==> config.mk <==
export PLATFORM = sky130hd
export DESIGN_NAME = packbits_bitplane_image_decoder_top_flat
export DESIGN_NICKNAME = d
export VERILOG_FILES = /design/src/rtl/pbd_pkg.sv /design/src/rtl/pbd_ifs.sv /design/src/rtl/pbd_ram.sv /design/src/rtl/pbd_front.sv /design/src/rtl/pbd_cmd_fifo.sv /design/src/rtl/pbd_back.sv /design/src/rtl/packbits_bitplane_image_decoder_top.sv /design/src/flat_wrapper.sv
export SDC_FILE = /design/constraint.sdc
export NUM_CORES = 2
export LEC_CHECK = 0
export BUFFER_PORTS_ARGS = -buffer_cell sky130_fd_sc_hd__buf_2
export CORE_ASPECT_RATIO = 0.5
export CORE_MARGIN = 5
export CORE_UTILIZATION = 45
export CTS_CLUSTER_SIZE = 10
export DETAILED_ROUTE_END_ITERATION = 12
export SYNTH_ARGS = -nofsm -noshare
export SYNTH_HDL_FRONTEND = slang
export SYNTH_SLANG_ARGS = --single-unit
==> constraint.sdc <==
create_clock -name clk -period 8.3 [get_ports clk]
set_input_delay 1.245 -clock clk [delete_from_list [all_inputs] [get_ports clk]]
set_output_delay 1.245 -clock clk [all_outputs]
set_load 0.1 [all_outputs]
==> src/rtl/pbd_pkg.sv <==
// Shared types and constants for the PackBits bitplane image decoder.
package pbd_pkg;

  localparam int MAX_LINE_WIDTH_DEF = 320;
  localparam int MAX_PLANES_DEF     = 8;

  localparam int CFG_IDX_W  = 3;
  localparam int CFG_DATA_W = 11;

  localparam logic [CFG_IDX_W-1:0] REG_FORMAT_MODE = 3'd0;
  localparam logic [CFG_IDX_W-1:0] REG_LINE_WIDTH  = 3'd1;
  localparam logic [CFG_IDX_W-1:0] REG_LINE_COUNT  = 3'd2;
  localparam logic [CFG_IDX_W-1:0] REG_PLANE_COUNT = 3'd3;
  localparam logic [CFG_IDX_W-1:0] REG_MASK_PLANE  = 3'd4;

  localparam logic [9:0]  LINE_WIDTH_RST  = 10'd320;
  localparam logic [10:0] LINE_COUNT_RST  = 11'd200;
  localparam logic [3:0]  PLANE_COUNT_RST = 4'd8;
  localparam logic [10:0] MAX_LINE_COUNT  = 11'd1024;

  localparam logic [7:0] CTRL_NOP = 8'd128;

  typedef struct packed {
    logic        format_mode;
    logic [9:0]  line_width;
    logic [10:0] line_count;
    logic [3:0]  plane_count;
    logic        mask_plane;
  } cfg_t;

  typedef struct packed {
    logic       restart;
    logic [7:0] data;
    logic [7:0] reps;
    logic       end_pkt;
  } cmd_t;

endpackage

==> src/rtl/pbd_ifs.sv <==
// Handshake interfaces for the input, output and configuration channels.
interface pbd_in_if;
  logic       valid;
  logic       ready;
  logic [7:0] body_byte;
  logic       start_of_body;
  modport source (output valid, body_byte, start_of_body, input ready);
  modport sink (input valid, body_byte, start_of_body, output ready);
endinterface

interface pbd_out_if;
  logic        valid;
  logic        ready;
  logic [63:0] pixel_group;
  logic [8:0]  column;
  logic [9:0]  row;
  logic [3:0]  pixel_count;
  logic        last_in_line;
  logic        last_of_image;
  modport source (output valid, pixel_group, column, row, pixel_count, last_in_line,
                  last_of_image, input ready);
  modport sink (input valid, pixel_group, column, row, pixel_count, last_in_line,
                last_of_image, output ready);
endinterface

interface pbd_cfg_if;
  logic        valid;
  logic        ready;
  logic [2:0]  index;
  logic [10:0] data;
  modport source (output valid, index, data, input ready);
  modport sink (input valid, index, data, output ready);
endinterface

==> src/rtl/pbd_ram.sv <==
// Generic single-write, single-read RAM with registered read data.
module pbd_ram #(
  parameter int WIDTH = 64,
  parameter int DEPTH = 40
) (
  input  logic                                   clk,
  input  logic                                   we,
  input  logic [(DEPTH > 1 ? $clog2(DEPTH) : 1)-1:0] waddr,
  input  logic [WIDTH-1:0]                       wdata,
  input  logic                                   re,
  input  logic [(DEPTH > 1 ? $clog2(DEPTH) : 1)-1:0] raddr,
  output logic [WIDTH-1:0]                       rdata
);
  logic [WIDTH-1:0] mem [DEPTH];

  always_ff @(posedge clk) begin
    if (we) begin
      mem[waddr] <= wdata;
    end
    if (re) begin
      rdata <= mem[raddr];
    end
  end
endmodule

==> src/rtl/pbd_front.sv <==
// Front end: accepts body bytes and turns PackBits packets into run commands.
module pbd_front import pbd_pkg::*; (
  input  logic      clk,
  input  logic      rst,
  pbd_in_if.sink    in_ch,
  input  logic      q_full,
  output logic      q_push,
  output cmd_t      q_cmd
);
  typedef enum logic [2:0] {
    PH_CONTROL = 3'b001,
    PH_LITERAL = 3'b010,
    PH_REPEAT  = 3'b100
  } phase_t;

  phase_t     phase, phase_next, phase_eff;
  logic [7:0] remaining, remaining_next;
  logic       take;

  assign in_ch.ready = !q_full;
  assign take = in_ch.valid && in_ch.ready;

  always_comb begin
    phase_eff      = in_ch.start_of_body ? PH_CONTROL : phase;
    phase_next     = phase_eff;
    remaining_next = remaining;
    q_push         = 1'b0;
    q_cmd.restart  = in_ch.start_of_body;
    q_cmd.data     = in_ch.body_byte;
    q_cmd.reps     = 8'd0;
    q_cmd.end_pkt  = 1'b0;
    unique case (phase_eff)
      PH_LITERAL: begin
        q_push         = take;
        q_cmd.reps     = 8'd1;
        remaining_next = remaining - 8'd1;
        q_cmd.end_pkt  = (remaining <= 8'd1);
        if (remaining <= 8'd1) begin
          phase_next = PH_CONTROL;
        end
      end
      PH_REPEAT: begin
        q_push        = take;
        q_cmd.reps    = remaining;
        q_cmd.end_pkt = 1'b1;
        phase_next    = PH_CONTROL;
      end
      default: begin
        q_push = take && in_ch.start_of_body;
        if (in_ch.body_byte < CTRL_NOP) begin
          phase_next     = PH_LITERAL;
          remaining_next = in_ch.body_byte + 8'd1;
        end else if (in_ch.body_byte > CTRL_NOP) begin
          phase_next     = PH_REPEAT;
          remaining_next = 8'(9'd257 - {1'b0, in_ch.body_byte});
        end
      end
    endcase
  end

  always_ff @(posedge clk) begin
    if (rst) begin
      phase     <= PH_CONTROL;
      remaining <= 8'd0;
    end else if (take) begin
      phase     <= phase_next;
      remaining <= remaining_next;
    end
  end
endmodule

==> src/rtl/pbd_cmd_fifo.sv <==
// Short command queue between the front and back ends.
module pbd_cmd_fifo import pbd_pkg::*; (
  input  logic clk,
  input  logic rst,
  input  logic push,
  input  cmd_t push_cmd,
  output logic full,
  input  logic pop,
  output cmd_t head,
  output logic empty
);
  localparam int DEPTH = 4;

  cmd_t       slots [DEPTH];
  logic [1:0] wptr, rptr;
  logic [2:0] count;

  assign full  = (count == 3'(DEPTH));
  assign empty = (count == 3'd0);
  assign head  = slots[rptr];

  always_ff @(posedge clk) begin
    if (push && !full) begin
      slots[wptr] <= push_cmd;
    end
  end

  always_ff @(posedge clk) begin
    if (rst) begin
      wptr  <= 2'd0;
      rptr  <= 2'd0;
      count <= 3'd0;
    end else begin
      if (push && !full) begin
        wptr <= wptr + 2'd1;
      end
      if (pop && !empty) begin
        rptr <= rptr + 2'd1;
      end
      count <= count + 3'(push && !full) - 3'(pop && !empty);
    end
  end
endmodule

==> src/rtl/pbd_back.sv <==
// Back end: writes runs into the line store and emits finished rows.
module pbd_back import pbd_pkg::*; #(
  parameter int MAX_LINE_WIDTH = MAX_LINE_WIDTH_DEF,
  parameter int MAX_PLANES     = MAX_PLANES_DEF
) (
  input  logic       clk,
  input  logic       rst,
  input  cfg_t       cfg,
  input  cmd_t       head,
  input  logic       empty,
  output logic       pop,
  pbd_out_if.source  out_ch
);
  localparam int WORDS = (MAX_LINE_WIDTH + 7) / 8;
  localparam int AW    = WORDS > 1 ? $clog2(WORDS) : 1;

  typedef enum logic [5:0] {
    S_IDLE    = 6'b000001,
    S_PUT_RD  = 6'b000010,
    S_PUT_WR  = 6'b000100,
    S_END     = 6'b001000,
    S_EMIT_RD = 6'b010000,
    S_EMIT_WR = 6'b100000
  } state_t;

  state_t      state;
  logic [9:0]  pos, col;
  logic [3:0]  plane;
  logic [10:0] row;
  logic        done, second, end_pkt, vld_q;
  logic [7:0]  reps, data;
  logic [WORDS-1:0] valid;

  logic [9:0]  eff_w;
  logic [10:0] eff_cnt;
  logic [3:0]  eff_planes;
  logic        put_active, need_second, out_free, lil, last_row;
  logic [6:0]  word_idx;
  logic [10:0] pos_plus8, next_base;
  logic [9:0]  pos_adv;
  logic [63:0] rd_data_raw;
  logic [63:0] rd_word, new_word, grp;
  logic [9:0]  remain;
  logic [3:0]  cnt;
  logic        we, re;
  logic [AW-1:0] raddr;
  logic [10:0] q, k;

  always_comb begin
    if (cfg.line_width == 10'd0) eff_w = 10'd1;
    else if (cfg.line_width > 10'(MAX_LINE_WIDTH)) eff_w = 10'(MAX_LINE_WIDTH);
    else eff_w = cfg.line_width;
    if (cfg.line_count == 11'd0) eff_cnt = 11'd1;
    else if (cfg.line_count > MAX_LINE_COUNT) eff_cnt = MAX_LINE_COUNT;
    else eff_cnt = cfg.line_count;
    if (cfg.plane_count == 4'd0) eff_planes = 4'd1;
    else if (cfg.plane_count > 4'(MAX_PLANES)) eff_planes = 4'(MAX_PLANES);
    else eff_planes = cfg.plane_count;
  end

  assign put_active  = (pos < eff_w) && (cfg.format_mode || plane < eff_planes);
  assign word_idx    = pos[9:3] + 7'(second);
  assign next_base   = {1'b0, pos[9:3] + 7'd1, 3'b000};
  assign need_second = !cfg.format_mode && (pos[2:0] != 3'd0) && (next_base < {1'b0, eff_w});
  assign pos_plus8   = {1'b0, pos} + 11'd8;
  assign pos_adv     = cfg.format_mode ? ((pos < eff_w) ? pos + 10'd1 : pos)
                     : ((pos_plus8 >= {1'b0, eff_w}) ? eff_w : pos_plus8[9:0]);
  assign rd_word     = vld_q ? rd_data_raw : 64'd0;

  always_comb begin
    new_word = rd_word;
    for (int l = 0; l < 8; l++) begin
      q = {1'b0, word_idx, 3'(l)};
      k = q - {1'b0, pos};
      if (cfg.format_mode) begin
        if (3'(l) == pos[2:0]) new_word[8*l +: 8] = data;
      end else if (q >= {1'b0, pos} && k < 11'd8 && q < {1'b0, eff_w}
                   && data[3'd7 - k[2:0]]) begin
        new_word[8*l + plane[2:0]] = 1'b1;
      end
    end
  end

  assign remain   = eff_w - col;
  assign cnt      = (remain > 10'd8) ? 4'd8 : remain[3:0];
  assign lil      = ({1'b0, col} + 11'd8) >= {1'b0, eff_w};
  assign last_row = (row + 11'd1) >= eff_cnt;
  assign out_free = !out_ch.valid || out_ch.ready;

  always_comb begin
    grp = 64'd0;
    for (int l = 0; l < 8; l++) begin
      if (4'(l) < cnt) grp[8*l +: 8] = rd_word[8*l +: 8];
    end
  end

  assign pop = (state == S_IDLE) && !empty;
  assign we  = (state == S_PUT_WR);
  assign re  = ((state == S_PUT_RD) && put_active) || (state == S_EMIT_RD);
  assign raddr = (state == S_EMIT_RD) ? col[AW+2:3] : word_idx[AW-1:0];

  pbd_ram #(.WIDTH(64), .DEPTH(WORDS)) u_store (
    .clk   (clk),
    .we    (we),
    .waddr (word_idx[AW-1:0]),
    .wdata (new_word),
    .re    (re),
    .raddr (raddr),
    .rdata (rd_data_raw)
  );

  always_ff @(posedge clk) begin
    if (re) begin
      vld_q <= valid[raddr];
    end
  end

  always_ff @(posedge clk) begin
    if (state == S_EMIT_WR && out_free) begin
      out_ch.pixel_group   <= grp;
      out_ch.column        <= col[8:0];
      out_ch.row           <= row[9:0];
      out_ch.pixel_count   <= cnt;
      out_ch.last_in_line  <= lil;
      out_ch.last_of_image <= lil && last_row;
    end
  end

  always_ff @(posedge clk) begin
    if (rst) begin
      state        <= S_IDLE;
      pos          <= 10'd0;
      col          <= 10'd0;
      plane        <= 4'd0;
      row          <= 11'd0;
      done         <= 1'b0;
      second       <= 1'b0;
      reps         <= 8'd0;
      data         <= 8'd0;
      end_pkt      <= 1'b0;
      valid        <= '0;
      out_ch.valid <= 1'b0;
    end else begin
      out_ch.valid <= ((state == S_EMIT_WR) && out_free) || (out_ch.valid && !out_ch.ready);
      unique case (state)
        S_IDLE: begin
          if (!empty) begin
            reps    <= head.reps;
            data    <= head.data;
            end_pkt <= head.end_pkt;
            second  <= 1'b0;
            if (head.restart) begin
              pos   <= 10'd0;
              plane <= 4'd0;
              row   <= 11'd0;
              done  <= 1'b0;
              valid <= '0;
            end
            if (head.restart || !done) begin
              if (head.reps != 8'd0) state <= S_PUT_RD;
              else if (head.end_pkt) state <= S_END;
            end
          end
        end
        S_PUT_RD: begin
          if (put_active) begin
            state <= S_PUT_WR;
          end else begin
            pos  <= pos_adv;
            reps <= reps - 8'd1;
            if (reps == 8'd1) state <= end_pkt ? S_END : S_IDLE;
          end
        end
        S_PUT_WR: begin
          valid[word_idx[AW-1:0]] <= 1'b1;
          if (need_second && !second) begin
            second <= 1'b1;
            state  <= S_PUT_RD;
          end else begin
            second <= 1'b0;
            pos    <= pos_adv;
            reps   <= reps - 8'd1;
            if (reps == 8'd1) state <= end_pkt ? S_END : S_IDLE;
            else state <= S_PUT_RD;
          end
        end
        S_END: begin
          if (pos < eff_w) begin
            state <= S_IDLE;
          end else begin
            pos <= 10'd0;
            if (!cfg.format_mode && (plane + 4'd1) < (eff_planes + 4'(cfg.mask_plane))) begin
              plane <= plane + 4'd1;
              state <= S_IDLE;
            end else begin
              col   <= 10'd0;
              state <= S_EMIT_RD;
            end
          end
        end
        S_EMIT_RD: begin
          state <= S_EMIT_WR;
        end
        S_EMIT_WR: begin
          if (out_free) begin
            if (lil) begin
              row   <= row + 11'd1;
              plane <= 4'd0;
              valid <= '0;
              done  <= last_row;
              state <= S_IDLE;
            end else begin
              col   <= col + 10'd8;
              state <= S_EMIT_RD;
            end
          end
        end
        default: state <= S_IDLE;
      endcase
    end
  end
endmodule

==> src/rtl/packbits_bitplane_image_decoder_top.sv <==
// Top level of the PackBits image body decoder with its configuration registers.
//
// The block takes compressed image body bytes on in_ch and returns decoded rows
// on out_ch as groups of up to eight 8-bit pixels, left to right, with the
// column, row, pixel count and end-of-row and end-of-image flags of each group.
// Registers are to be written on cfg only while the block is idle, which the
// block itself does not enforce; cfg is always ready. The front end takes one
// byte per cycle while its four-entry command queue has room. The back end
// takes each command from the queue, then for each stored byte reads the line
// store word and writes it back, twice when a bitplane byte spans two store
// words; a byte past the row end or in the mask plane skips the store. When a
// packet end finds the row full, it moves to the next plane or emits the row,
// group by group from the store. Input stalls while the queue is full.
// The line store has one valid bit per 8-pixel word, so reset and start_of_body
// clear it at once with no sweep. Reset returns the registers to their defaults
// and the decoder to row zero waiting for a control byte.
// When out_ch stalls, the output register holds its word and the back end waits;
// the front end keeps queueing bytes until the queue fills.
module packbits_bitplane_image_decoder_top import pbd_pkg::*; #(
  parameter int MAX_LINE_WIDTH = MAX_LINE_WIDTH_DEF,
  parameter int MAX_PLANES     = MAX_PLANES_DEF
) (
  input  logic       clk,
  input  logic       rst,
  pbd_in_if.sink     in_ch,
  pbd_out_if.source  out_ch,
  pbd_cfg_if.sink    cfg
);
  cfg_t cfg_regs;
  cmd_t push_cmd, head;
  logic q_push, q_full, q_pop, q_empty;

  assign cfg.ready = 1'b1;

  always_ff @(posedge clk) begin
    if (rst) begin
      cfg_regs.format_mode <= 1'b0;
      cfg_regs.line_width  <= LINE_WIDTH_RST;
      cfg_regs.line_count  <= LINE_COUNT_RST;
      cfg_regs.plane_count <= PLANE_COUNT_RST;
      cfg_regs.mask_plane  <= 1'b0;
    end else if (cfg.valid) begin
      unique case (cfg.index)
        REG_FORMAT_MODE: cfg_regs.format_mode <= cfg.data[0];
        REG_LINE_WIDTH:  cfg_regs.line_width  <= cfg.data[9:0];
        REG_LINE_COUNT:  cfg_regs.line_count  <= cfg.data;
        REG_PLANE_COUNT: cfg_regs.plane_count <= cfg.data[3:0];
        REG_MASK_PLANE:  cfg_regs.mask_plane  <= cfg.data[0];
        default: ;
      endcase
    end
  end

  pbd_front u_front (
    .clk    (clk),
    .rst    (rst),
    .in_ch  (in_ch),
    .q_full (q_full),
    .q_push (q_push),
    .q_cmd  (push_cmd)
  );

  pbd_cmd_fifo u_fifo (
    .clk      (clk),
    .rst      (rst),
    .push     (q_push),
    .push_cmd (push_cmd),
    .full     (q_full),
    .pop      (q_pop),
    .head     (head),
    .empty    (q_empty)
  );

  pbd_back #(
    .MAX_LINE_WIDTH (MAX_LINE_WIDTH),
    .MAX_PLANES     (MAX_PLANES)
  ) u_back (
    .clk    (clk),
    .rst    (rst),
    .cfg    (cfg_regs),
    .head   (head),
    .empty  (q_empty),
    .pop    (q_pop),
    .out_ch (out_ch)
  );
endmodule

==> src/flat_wrapper.sv <==
// flat-port wrapper written by rule: the top's interface ports become plain ports
module packbits_bitplane_image_decoder_top_flat import pbd_pkg::*;
#(
  parameter int MAX_LINE_WIDTH = MAX_LINE_WIDTH_DEF,
  parameter int MAX_PLANES     = MAX_PLANES_DEF
)
  (clk, rst, in_ch_valid, in_ch_body_byte, in_ch_start_of_body, in_ch_ready, out_ch_valid, out_ch_pixel_group, out_ch_column, out_ch_row, out_ch_pixel_count, out_ch_last_in_line, out_ch_last_of_image, out_ch_ready, cfg_valid, cfg_index, cfg_data, cfg_ready);
  pbd_in_if in_ch_i ();
  pbd_out_if out_ch_i ();
  pbd_cfg_if cfg_i ();
  input  logic clk;
  input  logic rst;
  input wire logic [$bits(in_ch_i.valid)-1:0] in_ch_valid;
  input wire logic [$bits(in_ch_i.body_byte)-1:0] in_ch_body_byte;
  input wire logic [$bits(in_ch_i.start_of_body)-1:0] in_ch_start_of_body;
  output wire logic [$bits(in_ch_i.ready)-1:0] in_ch_ready;
  output wire logic [$bits(out_ch_i.valid)-1:0] out_ch_valid;
  output wire logic [$bits(out_ch_i.pixel_group)-1:0] out_ch_pixel_group;
  output wire logic [$bits(out_ch_i.column)-1:0] out_ch_column;
  output wire logic [$bits(out_ch_i.row)-1:0] out_ch_row;
  output wire logic [$bits(out_ch_i.pixel_count)-1:0] out_ch_pixel_count;
  output wire logic [$bits(out_ch_i.last_in_line)-1:0] out_ch_last_in_line;
  output wire logic [$bits(out_ch_i.last_of_image)-1:0] out_ch_last_of_image;
  input wire logic [$bits(out_ch_i.ready)-1:0] out_ch_ready;
  input wire logic [$bits(cfg_i.valid)-1:0] cfg_valid;
  input wire logic [$bits(cfg_i.index)-1:0] cfg_index;
  input wire logic [$bits(cfg_i.data)-1:0] cfg_data;
  output wire logic [$bits(cfg_i.ready)-1:0] cfg_ready;
  assign in_ch_i.valid = in_ch_valid;
  assign in_ch_i.body_byte = in_ch_body_byte;
  assign in_ch_i.start_of_body = in_ch_start_of_body;
  assign in_ch_ready = in_ch_i.ready;
  assign out_ch_valid = out_ch_i.valid;
  assign out_ch_pixel_group = out_ch_i.pixel_group;
  assign out_ch_column = out_ch_i.column;
  assign out_ch_row = out_ch_i.row;
  assign out_ch_pixel_count = out_ch_i.pixel_count;
  assign out_ch_last_in_line = out_ch_i.last_in_line;
  assign out_ch_last_of_image = out_ch_i.last_of_image;
  assign out_ch_i.ready = out_ch_ready;
  assign cfg_i.valid = cfg_valid;
  assign cfg_i.index = cfg_index;
  assign cfg_i.data = cfg_data;
  assign cfg_ready = cfg_i.ready;
  packbits_bitplane_image_decoder_top #(.MAX_LINE_WIDTH(MAX_LINE_WIDTH), .MAX_PLANES(MAX_PLANES)) u_core (.clk(clk), .rst(rst), .in_ch(in_ch_i), .out_ch(out_ch_i), .cfg(cfg_i));
endmodule
==> metrics.md <==
| Metric | Value |
|---|---|
| Resized cells post-CTS | 0 |
| Period utilization | 0.821 |
| Total leakage power | 46.2 nW |
| Ports | 120 |
| Switching share of power | 0.237 |
| Crit path kind | flop to flop |
| Hold Vio Cnt, Final | 0 |
| Largest net degree at the start of global routing | ~140 |
| CTS tree | built |
| Total gr overflow | 0 |
| Reg-to-reg endpoint | u_core.u_back.u_store.mem[3][31]$_DFFE_PP_ |
| Clock sink count | about 3000 |
| Ys Warns | 0 |
| First-pass GRT wire length | a little under 600000 um |
| Register area share after synthesis | 0.720 |
| Synth-to-Final Area Change | 12.6% |
| Register area | about 0.086 mm2 |
| TNS Setup | 0 ps |
| Syn Area/Cell | 14.0 um2 |
| Setup violators final | 0 |
| Yosys reg bits | approximately 2900 |
| CTS Hold Buffers Added | 0 |
| Final core occ | 0.508 |
| Clk slew on worst S/H paths | approximately 60 ps |
| Initial Util | 0.451 |
| Routed wire length per instance | between 30 and 40 um |
| Vias per std cell | ~6.5 |
| Die area | about 0.28 mm2 |
| Worst R2R Path Depth | 14 |
| Main synth FF type | edfxtp_1 |
| Internal | 24.6 mW |
| Sw Pwr | 7.63 mW |
| Yosys cell types | 89 |
| Vias | about 80000 |
| Startpoint Class | flop |
| Final nets | 8899 |
| GP Congestion | about 0.9 |
| Worst slew pin tran | around 1500 ps |
| WHS Path Cells | 2 |
| Area occupied by multi-input gates | roughly 0.032 mm2 |
| R2r startpoint | u_core.u_back.pos[3]$_SDFFE_PP0P_ |
| Vias in the first global route | 73800 |
| Die Y-Extent | ~380 um |
| Placed cells | around 12000 |
| Synthesized cell area | between 0.1 and 0.15 mm2 |
| Skew-Pair Late Insertion Delay | between 800 and 900 ps |
| Relative slew slack | 0.0243 |
| Sequential Power Share | 0.517 |
| VDD IR max | between 0.2 and 0.25 mV |
| Detailed Route Iter0 Violations | around 14000 |
| # rows | 134 |
| Final setup skew | 93.3 ps |
| Core area | between 0.2 and 0.3 mm2 |
| # port buffers | between 100 and 150 |
| Level count of the clock H-tree | 5 |
| Hold slack final | ~470 ps |
| Layout cells sized above 1 | 0.125 |
| Num CTS Buffers | 336 |
| Pwr/cell area | between 200 and 250 mW/mm2 |
| Setup Buffers After CTS | 0 |
| Antenna violations before repair | 26 |
| Max Clk Rate | ~150 MHz |
| Outcome | finished clean |
| Final cell count without fillers | about 12000 |
| Fillers | 22100 |
| Critical path peak fanout | 40 |
| Number of antenna-violating nets in the routed design | 0 |
| Root buffer cell | clkbuf_16 |
| # DRC | 0 |
| DRT Pass-1 Iters | 7 |
| Synth Instances | 8594 |
| Max-cap violation count | 0 |
| Asr flop ratio synth | 0 |
| Total Wirelength | between 400000 and 500000 um |
| R2R Setup Slk | between 1000 and 1500 ps |
| Critical Path RT | just under 9000 ps |
| Die X | ~740 um |
| Hold path start | u_core.u_back.valid[8]$_SDFFE_PP0P_ |
| CTS max path bufs | 4 |
| Number of flops mapped to enable cells by yosys | 2783 |
| Post-DP HPWL | about 220000 um |
| RSZ-0062 raised after global routing | false |
| Crit path time final | ~6800 ps |
| WHS Endpoint | u_core.u_back.valid[8]$_SDFFE_PP0P_ |
| Hold Crit Class | flop to flop |
| Crit path capture type | flop |
| Critical Path AT | 7270 ps |
| Slew Viols, Final | 0 |
| Clock Power Share | 0.402 |
| Comb power frac | 0.081 |
| GRT Total Usage | 0.292 |
[worst max-delay path by stage]
stage	from	to	slack (ps)	depth (start not counted)
after floorplan	out_ch_ready	u_core.u_back.col[6]$_SDFFE_PP0P_	2160	7
after global placement	u_core.u_back.pos[3]$_SDFFE_PP0P_	u_core.u_back.u_store.mem[11][46]$_DFFE_PP_	1660	14
after detailed placement	u_core.u_back.pos[3]$_SDFFE_PP0P_	u_core.u_back.u_store.mem[10][46]$_DFFE_PP_	1500	13
after CTS	u_core.u_back.pos[3]$_SDFFE_PP0P_	u_core.u_back.u_store.mem[10][46]$_DFFE_PP_	1540	13
after global routing	u_core.u_back.pos[3]$_SDFFE_PP0P_	u_core.u_back.u_store.mem[3][31]$_DFFE_PP_	1190	15
final	u_core.u_back.pos[3]$_SDFFE_PP0P_	u_core.u_back.u_store.mem[3][31]$_DFFE_PP_	1480	14
[stage by stage]
| step | total power, mW | worst slack, ps | instance area [um2] |
|---|---|---|---|
| final | 32.2 | 1480 | 135000 |
| after global routing | 33.1 | 1190 | 135000 |
| after CTS | 32.2 | 1540 | 135000 |
| after detailed placement | 19.5 | 1500 | 126000 |
| after global placement | 19.5 | 1660 | 126000 |
| after floorplan | 18.4 | 2160 | 120000 |
[cells by family after synthesis]
| family | Yosys count | synth area share |
|---|---|---|
| fa+ha+maj | 102 | 0.0107 |
| other cells | 2 | 0.0000625 |
| buf+inv | 609 | 0.0222 |
| xor+xnor | 86 | 0.00634 |
| compound gates | 1386 | 0.0750 |
| mux | 386 | 0.0541 |
| flops | 2928 | 0.720 |
| simple gates | 3095 | 0.112 |
[flip-flops by register name, indices dropped and copies added, names as in the netlist, 2 cells and up, named ones only]
name and cells:
u_core.u_back.data 8, u_core.u_back.out_ch.pixel_count 4, u_core.u_back.u_store.mem 2560, u_core.u_fifo.wptr 2, u_core.u_fifo.count 3, u_core.u_back.plane 4, u_core.u_back.valid 40, u_core.u_back.pos 10
u_core.u_fifo.rptr 2, u_core.u_back.state 6, u_core.u_front.phase 3, u_core.u_back.col 7, u_core.u_back.out_ch.pixel_group 64, u_core.u_front.remaining 8, u_core.u_back.row 11, u_core.cfg_regs 27
u_core.u_back.reps 8, u_core.u_fifo.slots 72, u_core.u_back.out_ch.row 10, u_core.u_back.u_store.rdata 64, u_core.u_back.out_ch.column 6
[power by group through the flow]
stage	Clock, mW	Combinational, mW	Sequential [mW]
4_1_cts	13.0	2.56	16.6
3_3_place_gp	0	2.52	16.9
2_1_floorplan	0	1.52	16.9
6_report	12.9	2.62	16.6
5_1_grt	13.6	2.77	16.6
3_5_place_dp	0	2.56	16.9
[placed cells by master, fill, tap and decap left out, types with 23 or more instances in the layout]
cell and count:
nor2_1 233, o21ai_0 134, o21ai_2 42, dfxtp_1 141, nor3_1 61, xnor2_1 62, nand2b_1 32, clkbuf_1 32
buf_4 199, and3_1 107, buf_2 114, and2_1 25, o21a_1 23, mux2i_1 166, nand4_1 52, nor2_4 48
a22oi_1 59, nand2_1 1800, nand3_1 613, a221oi_1 105, buf_12 56, a31oi_1 221, edfxtp_1 2783, ha_1 101
o22ai_1 25, a221o_1 53, a211oi_1 41, or3_1 33, a311oi_1 30, a21oi_1 436, mux4_2 209, clkbuf_16 342
inv_1 65
[Yosys cell counts, drive strengths merged (53+ instances only)]
master,count,share of area
mux2i,166,0.014
xnor2,63,0.0047
clkbuf,296,0.0093
inv,67,0.0021
a31oi,226,0.012
nor3,63,0.0027
o21ai,201,0.0085
dfxtp,145,0.024
nand3,614,0.026
and3,108,0.0056
mux4,209,0.039
nand2,1803,0.056
a221o,53,0.0044
buf,244,0.011
a21oi,441,0.018
edfxtp,2783,0.70
a221oi,105,0.0077
nor2,281,0.0088
ha,101,0.011
a22oi,59,0.0037
[layer usage]
layer,global-route usage,wire (um),vias up
met2,0.421,177000,5807
met1,0.429,165000,40700
li1,-,-,32900
met4,0.105,17700,22
met3,0.0739,57400,914
met5,0,258,-
[area by class of cell]
type / instances / share of cell area
inverter: 69 / 0.00192
clock buffer: 376 / 0.0644
multi-input combinational: 5065 / 0.236
sequential: 2928 / 0.640
tap: 3536 / 0.0327
timing repair buffer: 369 / 0.0236
antenna: 6 / 0.000111
clock inverter: 17 / 0.00162
[worst max-delay path, cell delays in order (launching register included)]
cell	delay, ps
dfxtp_1	690
ha_1	770
ha_1	450
ha_1	590
inv_1	340
ha_1	400
inv_1	60
o21ai_0	120
a221oi_1	960
nand3_1	160
nor2_1	210
o2111ai_4	150
buf_4	320
o21ai_0	210
o21a_1	990
No activity file was read; power rests on OpenSTA's default activity.
